File: src/sv/pis_pkg.sv
// package for the point illuminance sum block
// shared widths, lamp entry type, function codes and constants; no dependencies
`default_nettype none
package pis_pkg;

  localparam int unsigned LAMP_SLOTS_DEF = 128;
  localparam int unsigned COORD_W        = 16;
  localparam int unsigned POWER_W        = 16;
  localparam int unsigned LUX_W          = 32;
  localparam int unsigned HEIGHT_W       = 12;
  localparam int unsigned CFG_IDX_W      = 8;
  localparam int unsigned CFG_DATA_W     = 32;
  localparam int unsigned FUNC_W         = 2;

  // divider operands: output << 40 over d2 * 4pi in q16
  localparam int unsigned NUM_W   = 56;
  localparam int unsigned DEN_W   = 54;
  localparam int unsigned D2_W    = 34;
  localparam int unsigned QUOT_W  = 38;
  localparam int unsigned FOUR_PI_Q16 = 823549;

  localparam logic [HEIGHT_W-1:0] HEIGHT_RST = 12'd132;
  localparam logic [LUX_W-1:0]    THRESH_RST = 32'd65536;
  localparam logic [LUX_W-1:0]    LUX_MAX    = 32'hFFFF_FFFF;

  typedef enum logic [FUNC_W-1:0] {
    FUNC_CLEAR = 2'd0,
    FUNC_LOAD  = 2'd1,
    FUNC_QUERY = 2'd2,
    FUNC_NONE  = 2'd3
  } func_e;

  typedef enum logic [CFG_IDX_W-1:0] {
    REG_POLE_HEIGHT   = 8'd0,
    REG_LOW_THRESHOLD = 8'd1
  } reg_idx_e;

  typedef struct packed {
    logic signed [COORD_W-1:0] x;
    logic signed [COORD_W-1:0] y;
    logic [POWER_W-1:0]        power;
  } lamp_t;

endpackage
`default_nettype wire

File: src/sv/pis_div.sv
// restoring divider, one quotient bit per cycle
// depends on pis_pkg
`default_nettype none
module pis_div import pis_pkg::*; (
  input  wire logic             clk_i,
  input  wire logic             rst_ni,
  input  wire logic             start_i,
  input  wire logic [NUM_W-1:0] num_i,
  input  wire logic [DEN_W-1:0] den_i,
  output logic                  done_o,
  output logic [QUOT_W-1:0]     quot_o
);

  localparam int unsigned CNT_W = $clog2(NUM_W);

  logic             busy_q;
  logic [CNT_W-1:0] cnt_q;
  logic [DEN_W-1:0] rem_q, den_q;
  logic [NUM_W-1:0] nq_q;
  logic [DEN_W:0]   trial;
  logic             ge;

  assign trial  = {rem_q, nq_q[NUM_W-1]};
  assign ge     = trial >= {1'b0, den_q};
  assign quot_o = nq_q[QUOT_W-1:0];

  always_ff @(posedge clk_i or negedge rst_ni) begin
    if (!rst_ni) begin
      busy_q <= 1'b0;
      done_o <= 1'b0;
      cnt_q  <= '0;
    end else begin
      done_o <= !start_i && busy_q && (cnt_q == CNT_W'(NUM_W - 1));
      if (start_i) begin
        busy_q <= 1'b1;
        cnt_q  <= '0;
      end else if (busy_q) begin
        cnt_q <= cnt_q + CNT_W'(1);
        if (cnt_q == CNT_W'(NUM_W - 1)) begin
          busy_q <= 1'b0;
        end
      end
    end
  end

  always_ff @(posedge clk_i) begin
    if (start_i) begin
      rem_q <= '0;
      nq_q  <= num_i;
      den_q <= den_i;
    end else if (busy_q) begin
      // remainder stays below the divisor, so the top trial bit drops out
      rem_q <= ge ? DEN_W'(trial - {1'b0, den_q}) : trial[DEN_W-1:0];
      nq_q  <= {nq_q[NUM_W-2:0], ge};
    end
  end

endmodule
`default_nettype wire

File: config.mk
export PLATFORM = sky130hd
export DESIGN_NAME = pis_div
export DESIGN_NICKNAME = d
export VERILOG_FILES = /design/src/sv/pis_pkg.sv /design/src/sv/pis_div.sv
export SDC_FILE = /design/constraint.sdc
export NUM_CORES = 1
export LEC_CHECK = 0
export BUFFER_PORTS_ARGS = -buffer_cell sky130_fd_sc_hd__buf_2
export CORE_AREA = 3 3 158 160
export CTS_BUF_LIST = sky130_fd_sc_hd__clkbuf_16
export CTS_CLUSTER_SIZE = 20
export DETAILED_ROUTE_END_ITERATION = 16
export DIE_AREA = 0 0 161 163
export PLACE_DENSITY = 0.77
export SYNTH_ARGS = -nofsm -noshare
export SYNTH_HDL_FRONTEND = slang
export SYNTH_SLANG_ARGS = --single-unit
File: constraint.sdc
create_clock -name clk_i -period 4.3 [get_ports clk_i]
set_input_delay 0.43 -clock clk_i [delete_from_list [all_inputs] [get_ports clk_i]]
set_output_delay 0.43 -clock clk_i [all_outputs]
set_load 0.01 [all_outputs]
==> results of run 1 <==
placed cells by master (no fill, tap or decap), types with 4 or more instances in the layout:
| cell | count |
|---|---|
| a211oi_1 | 7 |
| a21o_1 | 29 |
| a21oi_1 | 67 |
| a311oi_1 | 38 |
| a31oi_1 | 11 |
| and2_1 | 6 |
| buf_2 | 150 |
| buf_4 | 7 |
| clkbuf_16 | 17 |
| clkinv_8 | 6 |
| dfrtp_1 | 7 |
| dfxtp_1 | 54 |
| edfxtp_1 | 110 |
| ha_1 | 55 |
| inv_1 | 65 |
| mux2_2 | 57 |
| mux2i_1 | 9 |
| nand2_1 | 130 |
| nand2b_1 | 5 |
| nand3_1 | 12 |
| nand4_1 | 30 |
| nor2_1 | 88 |
| nor2b_1 | 5 |
| nor3_1 | 11 |
| nor4_1 | 5 |
| o21a_1 | 6 |
| o21ai_0 | 39 |
| o21ai_1 | 5 |
| o22ai_1 | 4 |
| or3_1 | 8 |
| xnor2_1 | 31 |
| xor2_1 | 18 |
stage by stage:
stage | utilization | hold slack, ps | setup WS, ps | power, mW | cell area (um2)
after floorplan | - | 134.4 | 1242 | 5.093 | 10660
after global placement | 0.4745 | 279.6 | 872.2 | 5.584 | 11170
after detailed placement | 0.4745 | 283.8 | 813.9 | 5.644 | 11170
after CTS | 0.5020 | 134.8 | 778.6 | 7.314 | 11820
after global routing | 0.5020 | 141.2 | 466.4 | 7.814 | 11820
final | 0.5020 | 156.1 | 738.1 | 7.326 | 11820
cell families after synthesis:
logic type      count (synthesis)
simple gates                  317
compound gates                253
buf+inv                       177
fa+ha+maj                      56
mux                            67
xor+xnor                       49
flops                         172
worst register-to-register path: stages, from the launching register on:
cell      delay [ps]
edfxtp_1         330
inv_1             40
ha_1             370
a21oi_1          240
o21a_1           150
o21ai_0           80
a221o_1          360
a211o_2          390
a21o_2           330
inv_2            430
buf_4            380
nand2_1          110
a311oi_1         270
area by class of cell:
class / count / area (um2) / share of cell area
multi-input combinational: 742 / 5120 / 0.4332
tap: 319 / 399.1 / 0.03377
clock inverter: 15 / 212.7 / 0.01800
timing repair buffer: 159 / 824.5 / 0.06977
inverter: 67 / 251.5 / 0.02128
clock buffer: 17 / 425.4 / 0.03599
sequential: 172 / 4586 / 0.3880
final timing paths:
check                                             from                endpoint  slack, ps  cells past startpoint
worst max-delay path               den_q[12]$_DFFE_PP_  rem_q[23]$_SDFFE_PP0P_        740                     12
worst min-delay path                         den_i[50]     den_q[50]$_DFFE_PP_        160                      1
worst max register to register     den_q[12]$_DFFE_PP_  rem_q[23]$_SDFFE_PP0P_        740                     12
worst min register to register  rem_q[53]$_SDFFE_PP0P_  rem_q[53]$_SDFFE_PP0P_        480                      2
max in group asynchronous                       rst_ni        busy_q$_DFF_PN0_       3740                      2
min in group asynchronous                       rst_ni    cnt_q[5]$_DFFE_PN0P_        370                      2
cell usage after synthesis (31+ instances only):
cell      instances  area share
a21oi_1          67       0.031
a311oi_1         38       0.031
buf_4            47       0.033
clkbuf_1         33       0.012
dfxtp_1          54        0.10
edfxtp_1        110        0.31
ha_1             55       0.065
inv_1            66       0.023
mux2_2           57       0.060
nand2_1         130       0.046
nor2_1           88       0.031
o21ai_0          39       0.018
xnor2_1          31       0.025
flip-flops by register name, summed over array words and instances (netlist names):
name	flops
den_q	54
nq_q	56
cnt_q	6
done_o	1
rem_q	54
busy_q	1
report_power, final:
part	internal (mW)	switching (mW)	total [mW]	leakage [nW]
combinational	1.33	2.03	3.37	3.11
clock	0.853	0.785	1.64	0.308
sequential	2.10	0.226	2.32	1.67
what timing repair did:
item	4_1_cts	5_1_grt
hold buffers	1	0
endpoints found under the setup margin	0	0
hold endpoints to repair	8	0
resized for setup	0	0
metal layers:
layer	vias to the layer above	global-route usage	routed length [um]
met5	-	0	0
met4	0	0.06296	505
met3	40	0.05468	1960
met2	299	0.3046	11300
met1	3912	0.2497	11010
li1	4030	-	-
==> summary.txt, run 1 <==
Status
  – Outcome: finished clean

Detailed routing
  – Drt via density: 5.554
  – Routed WL per cell: 16.62 um
  – Antenna Nets Post-Route: 0
  – DRT iter0 DRCs: 452
  – WL final: 24.78 mm
  – First-pass DRT Iterations: 5
  – Via count: 8,281
  – DRC: 0

Clocking
  – Longest Clk Path Bufs: 2
  – Clock sink count: 172
  – CTS Root Cell: clkbuf_16
  – TritonCTS Buffers: 17
  – Clock Latency Late Sink: 450 ps
  – Worst-path clk slew: 80 ps
  – CTS tree: yes
  – Setup bufs post-CTS: 0
  – H-tree levels: 4

Synthesis
  – Post-Syn Nets: 1,260
  – Post-synth EDFFs: 110
  – Adder-Cell Fraction of Synth Area: 0.06642
  – Yosys warnings: 0
  – Unique masters post-synth: 82
  – Mean area per synthesized cell: 9.772 um2
  – Cells after Synth: 1,091
  – Largest family of logic cells by synthesized area: compound AO/OA/AOI/OAI gates
  – Mux contribution to synthesized area: 0.07006
  – Synth Flop Type: edfxtp_1
  – Synthesized area: 0.01066 mm2
  – Async S/R FF share, synth: 0.04651
  – Synth Area in XOR/XNOR: 0.04025
  – Yosys reg bits: 172
  – Complex-gate fraction of the synthesized area: 0.1690
  – Post-Synth Simple-Gate Area: 0.1344
  – Sequential area share after synthesis: 0.4300

Timing
  – Clock Skews: 16.96 ps
  – Final-report hold violation count: 0
  – Slew headroom: 0.3002
  – Final setup vio count: 0
  – Final Max Slew Viols: 0
  – Worst-margin pin slew: 1050 ps
  – Period Utilization, post-route: 0.8283
  – Setup tns final: 0 ps
  – Unrepaired setup endpoints after global routing: no
  – Max Fclk: 280.8 MHz
  – Tmin final: 3562 ps

Worst hold path
  – Worst min path class: input pin to flip-flop

Layout
  – Share of post-route cells with drive strength above 1: 0.2355
  – Fillcell total: 2,218
  – Layout area overhead: 10.86%
  – Fin cells: 1,491
  – # nets final: 1,328
  – Diodes inserted: 0

Floorplan
  – Core ar.: 0.02354 mm2
  – Die area: 0.02624 mm2
  – DIE WIDTH: 161 um
  – Initial Utilization: 0.4529
  – Row count: 56
  – Die height: 163 um
  – I/O Pins: 152

Worst setup path
  – Max incr delay on CP: 430 ps
  – Critical Path Sink Type: flip-flop
  – CP Max Fanout: 24
  – WP data required: 4640 ps
  – Worst path arrival time: 3900 ps
  – CP startpoint kind: flip-flop
  – Slowest CP cell: inv_2
  – Crit path buf inv count: 3
  – WS Path Type: flip-flop to flip-flop
  – Cell Chain, Critical Path: inv_1, ha_1, a21oi_1, o21a_1, o21ai_0, a221o_1, a211o_2, a21o_2, inv_2, buf_4, nand2_1, a311oi_1
  – Worst path top cell family by delay: compound AO/OA/AOI/OAI gates

GRT
  – Total gr overflow: 0
  – First-pass GRT wire length: 40.87 mm
  – Largest net degree at the start of global routing: 105
  – Vias in the first global route: 8,134
  – Initial antenna violation count: 0
  – Global Route Usage Sum: 0.1904

Run
  – Max cap viols: 0

Pwr
  – P per Cell Area: 619.9 mW/mm2
  – Peak VDD IR: 0.3465 mV
  – Pleak: 5.082 nW

Place
  – Hpwl dp: 18.00 mm
  – DP Cell Count: 1,458
  – Gpl congestion: 0.9273
  – Port bufs: 151
Power figures use the tool's default switching activity.
==> run 2, diff against run 1 <==
==> constraint.sdc (replaced) <==
create_clock -name clk_i -period 3.3 [get_ports clk_i]
set_input_delay 0.33 -clock clk_i [delete_from_list [all_inputs] [get_ports clk_i]]
set_output_delay 0.33 -clock clk_i [all_outputs]
set_load 0.01 [all_outputs]
==> summary.txt, run 2 (synthesis gave the netlist of run 1 again) <==
Place
  – Hpwl dp: 18.16 mm
  – Port bufs: 151
  – Gpl congestion: 0.9189
  – Post-placement cell area: 0.01133 mm2

Timing
  – Period Utilization, post-route: 0.9547
  – Worst-margin pin slew: 1033 ps
  – Max Fclk: 317.4 MHz
  – Clock Skews: 13.02 ps
  – Tmin final: 3150 ps
  – Final-report hold violation count: 0
  – Final setup vio count: 0
  – Slew headroom: 0.3115
  – Final Max Slew Viols: 0

Floorplan
  – Die height: 163 um
  – Initial Utilization: 0.4529
  – Die area: 0.02624 mm2
  – Row count: 56
  – DIE WIDTH: 161 um
  – Core ar.: 0.02354 mm2
  – I/O Pins: 152

Clocking
  – CTS Root Cell: clkbuf_16
  – Clock sink count: 172
  – Longest Clk Path Bufs: 2
  – Worst-path clk slew: 80 ps
  – Clock Latency Late Sink: 440 ps
  – CTS tree: yes
  – TritonCTS Buffers: 17
  – H-tree levels: 4

Layout
  – Layout area overhead: 12.90%
  – Biggest regs: nq_q x56, den_q x54, rem_q x54
  – Most common cell after layout, fill and taps aside: buf_2
  – Most frequent cells in the layout: 150 x buf_2, 130 x nand2_1, 110 x edfxtp_1
  – Share of post-route cells with drive strength above 1: 0.2544
  – Fillcell total: 2,172
  – Max reg flops: 56
  – Register area: 0.004586 mm2
  – Design area: 0.01204 mm2
  – Util after Layout: 0.5113
  – Top reg by flops: nq_q
  – Area of the multi-input gates: 0.005161 mm2
  – # nets final: 1,347

Pwr
  – P per Cell Area: 812.8 mW/mm2
  – Clk pwr share: 0.212
  – Pleak: 5.176 nW
  – Peak VDD IR: 0.5458 mV
  – Sw frac: 0.4083
  – Switching power: 3.995 mW
  – Flop pwr share: 0.310
  – Cell internal pwr: 5.788 mW
  – Combinational power share: 0.478

Worst setup path
  – CP startpoint kind: flip-flop
  – CP Max Fanout: 3
  – R2R setup slack: 150 ps
  – WS Path Type: flip-flop to flip-flop
  – Worst path arrival time: 3520 ps
  – WP data required: 3670 ps
  – Critical Path Sink Type: flip-flop

Detailed routing
  – First-pass DRT Iterations: 5
  – WL final: 25.00 mm
  – Antenna Nets Post-Route: 0
  – DRC: 0
  – DRT iter0 DRCs: 485
  – Via count: 8,396
  – Drt via density: 5.557
  – Routed WL per cell: 16.55 um

Worst hold path
  – Worst min path class: input pin to flip-flop

GRT
  – Largest net degree at the start of global routing: 105
  – First-pass GRT wire length: 40.99 mm
  – Initial antenna violation count: 6
  – Vias in the first global route: 8,221
  – Total gr overflow: 0
  – Global Route Usage Sum: 0.1910

Status
  – Outcome: finished clean

Run
  – Max cap viols: 0
## run 2: cell types whose count changed in the layout (fill, tap and decap cells not counted), moves of 2 or more
cell and delta:
buf_4 +14, buf_12 +4, ha_1 -4, ha_2 +4, clkinv_8 -3, inv_8 +3, clkinvlp_4 +2
## run 2: timing repair
item,4_1_cts,5_1_grt
endpoints found under the hold margin,8,0
gates resized for setup,0,12
hold buffers,1,0
endpoints found under the setup margin,0,39
buffers inserted,0,4
## run 2: path summary, 6_finish.rpt
check / endpoint / cells past startpoint / startpoint
max in group asynchronous: busy_q$_DFF_PN0_ / 2 / rst_ni
worst max-delay path: rem_q[46]$_SDFFE_PP0P_ / 15 / nq_q[55]$_DFFE_PP_
worst max register to register: rem_q[46]$_SDFFE_PP0P_ / 15 / nq_q[55]$_DFFE_PP_
worst min-delay path: den_q[16]$_DFFE_PP_ / 1 / den_i[16]
worst min register to register: rem_q[53]$_SDFFE_PP0P_ / 2 / rem_q[53]$_SDFFE_PP0P_
min in group asynchronous: cnt_q[1]$_DFFE_PN0P_ / 2 / rst_ni
## run 2: layer usage
| layer | share of wire | GRT usage |
|---|---|---|
| met1 | 0.44 | 0.2488 |
| met2 | 0.46 | 0.3066 |
| met3 | 0.075 | 0.06002 |
| met4 | 0.020 | 0.05749 |
| met5 | 0.0022 | 0 |
## run 2: worst max-delay path: stages (launching register included)
cell,delay [ps]
edfxtp_1,380
inv_1,70
ha_2,160
inv_1,50
fa_2,340
a21o_1,190
a311o_1,320
buf_4,160
a21oi_2,160
o211ai_2,120
a31oi_4,210
o41ai_4,130
a31oi_4,260
o21bai_2,110
mux2_4,300
a21oi_2,110
## run 2: final cells by class
class | count | share of cell area
Clock buffer | 17 | 0.03534
Tap cell | 319 | 0.03316
Multi-Input combinational cell | 742 | 0.4288
Inverter | 67 | 0.02110
Sequential cell | 172 | 0.3810
Antenna cell | 1 | 0.0002079
Timing Repair Buffer | 178 | 0.08482
Clock inverter | 15 | 0.01559
## run 2: per-stage QoR
| step | hold slack (ps) | total power, mW | instances | setup WS (ps) | setup TNS [ps] |
|---|---|---|---|---|---|
| 3_5_place_dp | 187.4 | 7.564 | 1473 | 64.74 | 0 |
| 6_report | 66.24 | 9.783 | 1511 | 149.6 | 0 |
| 3_3_place_gp | 182.1 | 7.508 | 1473 | 129.4 | 0 |
| 4_1_cts | 46.33 | 9.696 | 1506 | 32.25 | 0 |
| 2_1_floorplan | 34.41 | 6.636 | 1091 | 241.8 | 0 |
| 5_1_grt | 36.04 | 10.45 | 1511 | -7.540 | -7.540 |
## run 2: power by group through the flow
stage,Clock (mW),Sequential (mW),Combinational [mW]
5_1_grt,2.21,3.08,5.16
2_1_floorplan,0,2.97,3.66
3_3_place_gp,0,3.05,4.46
4_1_cts,2.12,3.02,4.55
3_5_place_dp,0,3.06,4.51
6_report,2.08,3.03,4.68
==> run 3, diff against run 2 <==
--- a/config.mk
+++ b/config.mk
@@ -11,7 +11,6 @@
 export CTS_CLUSTER_SIZE = 20
 export DETAILED_ROUTE_END_ITERATION = 16
 export DIE_AREA = 0 0 161 163
-export PLACE_DENSITY = 0.77
 export SYNTH_ARGS = -nofsm -noshare
 export SYNTH_HDL_FRONTEND = slang
 export SYNTH_SLANG_ARGS = --single-unit
==> summary.txt, run 3 (synthesis gave the netlist of run 1 again) <==
GRT
  – Global Route Usage Sum: 0.1974
  – Layer with the highest usage: met2
  – Largest net degree at the start of global routing: 67
  – Vias in the first global route: 8,206
  – Grt met1 use: 0.2721
  – First-pass GRT wire length: 42.13 mm
  – GR met3 Demand/Resource: 0.05392
  – Met2 usage: 0.3123
  – Total gr overflow: 0
  – Initial antenna violation count: 1

Worst hold path
  – Hold endpoint: den_q[20]$_DFFE_PP_
  – Worst min path class: input pin to flip-flop
  – Hold Startpoint: den_i[20]
  – Hold path depth: 1

Detailed routing
  – Antenna Nets Post-Route: 0
  – Routed WL per cell: 16.71 um
  – WL final: 25.53 mm
  – Via count: 8,326
  – First-pass DRT Iterations: 5
  – DRC: 0
  – Drt via density: 5.449
  – DRT iter0 DRCs: 520

Timing
  – Final-report hold violation count: 0
  – PnR worst setup slack: 143.8 ps
  – Clock Skews: 17.12 ps
  – Max Fclk: 316.8 MHz
  – Slew headroom: 0.5742
  – Final setup vio count: 0
  – Final Max Slew Viols: 0
  – Unrepaired setup endpoints after global routing: yes
  – Tmin final: 3156 ps
  – Worst-margin pin slew: 638.8 ps
  – Period Utilization, post-route: 0.9564

Worst setup path
  – Worst path arrival time: 3490 ps
  – WS Path Type: flip-flop to flip-flop
  – WP data required: 3630 ps
  – FF-to-FF End: rem_q[28]$_SDFFE_PP0P_
  – R2r worst-path depth: 12
  – CP startpoint kind: flip-flop
  – R2R setup slack: 140 ps
  – Critical Path Sink Type: flip-flop
  – CP Max Fanout: 27
  – FF-to-FF Start: den_q[18]$_DFFE_PP_

Floorplan
  – DIE WIDTH: 161 um
  – Die area: 0.02624 mm2
  – I/O Pins: 152
  – Initial Utilization: 0.4529
  – Die height: 163 um
  – Row count: 56
  – Core ar.: 0.02354 mm2

Pwr
  – Clk pwr share: 0.213
  – Sw frac: 0.4159
  – Combinational power share: 0.486
  – Pleak: 5.258 nW
  – P per Cell Area: 821.5 mW/mm2
  – Flop pwr share: 0.301
  – Switching power: 4.183 mW
  – Peak VDD IR: 0.4009 mV
  – Cell internal pwr: 5.876 mW

Layout
  – Max reg flops: 56
  – Layout area overhead: 14.85%
  – Most frequent cells in the layout: 150 x buf_2, 130 x nand2_1, 110 x edfxtp_1
  – Most common cell after layout, fill and taps aside: buf_2
  – Share of post-route cells with drive strength above 1: 0.2757
  – Fin cells: 1,528
  – Biggest regs: nq_q x56, den_q x54, rem_q x54
  – Top reg by flops: nq_q
  – # nets final: 1,364
  – Design area: 0.01224 mm2

Clocking
  – Clock sink count: 172
  – CTS tree: yes
  – H-tree levels: 4
  – Longest Clk Path Bufs: 2
  – CTS Root Cell: clkbuf_16
  – Worst-path clk slew: 90 ps
  – TritonCTS Buffers: 17
  – Clock Latency Late Sink: 450 ps

Place
  – Place WS: 33.54 ps
  – Gpl congestion: 0.9001
  – Port bufs: 151
  – DP Cell Count: 1,486
  – Post-placement cell area: 0.01143 mm2
  – Hpwl dp: 18.62 mm

Status
  – Outcome: finished clean

Run
  – Max cap viols: 0
[run 3: changes by cell type in the layout (fill, tap and decap cells not counted), moves of 2 or more]
cell	before	now
buf_4	21	37
a21oi_2	2	4
clkinvlp_4	2	0
inv_12	0	3
clkinv_8	3	5
inv_2	1	3
a21oi_1	67	65
ha_2	4	14
ha_1	51	41
[run 3: layout make-up]
class | count | area [um2]
diodes | 1 | 2.502
well taps | 319 | 399.1
flip-flops and latches | 172 | 4588
clock buffers | 17 | 425.4
repair buffers | 195 | 1166
fillers | 2190 | 11300
clock inverters | 15 | 215.2
inverters | 67 | 251.5
multi-input cells | 742 | 5196
[run 3: repair_timing]
item                                    in CTS  in global routing
hold buffers                                 1                  0
endpoints found under the setup margin       0                 34
buffers inserted                             0                  7
hold endpoints to repair                     8                  0
gates resized for setup                      0                 24
[run 3: metal layers]
layer,vias up,routed length [um]
met2,222,11520
met5,-,13
met4,2,257
li1,4119,-
met3,21,1667
met1,3962,12070
[run 3: worst max-delay path by stage]
stage	start	depth (start not counted)	slack [ps]	end
finish	den_q[18]$_DFFE_PP_	12	140	rem_q[28]$_SDFFE_PP0P_
global route	nq_q[55]$_DFFE_PP_	15	-60	rem_q[40]$_SDFFE_PP0P_
CTS	nq_q[55]$_DFFE_PP_	14	30	rem_q[46]$_SDFFE_PP0P_
detailed placement	nq_q[55]$_DFFE_PP_	14	30	rem_q[46]$_SDFFE_PP0P_
global placement	nq_q[55]$_DFFE_PP_	14	90	rem_q[46]$_SDFFE_PP0P_
floorplan	nq_q[55]$_DFFE_PP_	14	240	rem_q[34]$_SDFFE_PP0P_
[run 3: power by group through the flow]
stage | Sequential, mW | Combinational, mW | Clock (mW)
final | 3.02 | 4.89 | 2.15
after global routing | 3.08 | 5.41 | 2.30
after CTS | 3.02 | 4.66 | 2.22
after detailed placement | 3.05 | 4.62 | 0
after global placement | 3.06 | 4.61 | 0
after floorplan | 2.97 | 3.66 | 0
[run 3: metrics by stage]
step	total power [mW]	hold WS [ps]	TNS [ps]	utilization
6_report	10.06	48.17	0	0.5201
5_1_grt	10.79	28.56	-162.6	0.5200
4_1_cts	9.889	28.70	0	0.5133
3_5_place_dp	7.678	186.3	0	0.4857
3_3_place_gp	7.670	182.5	0	0.4857
2_1_floorplan	6.636	34.41	0	-
[run 3: worst max-delay path: stages, from the launching register on]
cell	delay, ps
edfxtp_1	360
inv_1	60
ha_2	310
a21oi_1	220
o21a_1	150
o21ai_0	100
a221o_1	390
a211o_2	420
a21o_2	260
inv_2	170
buf_12	200
nand2_1	90
a311oi_1	310
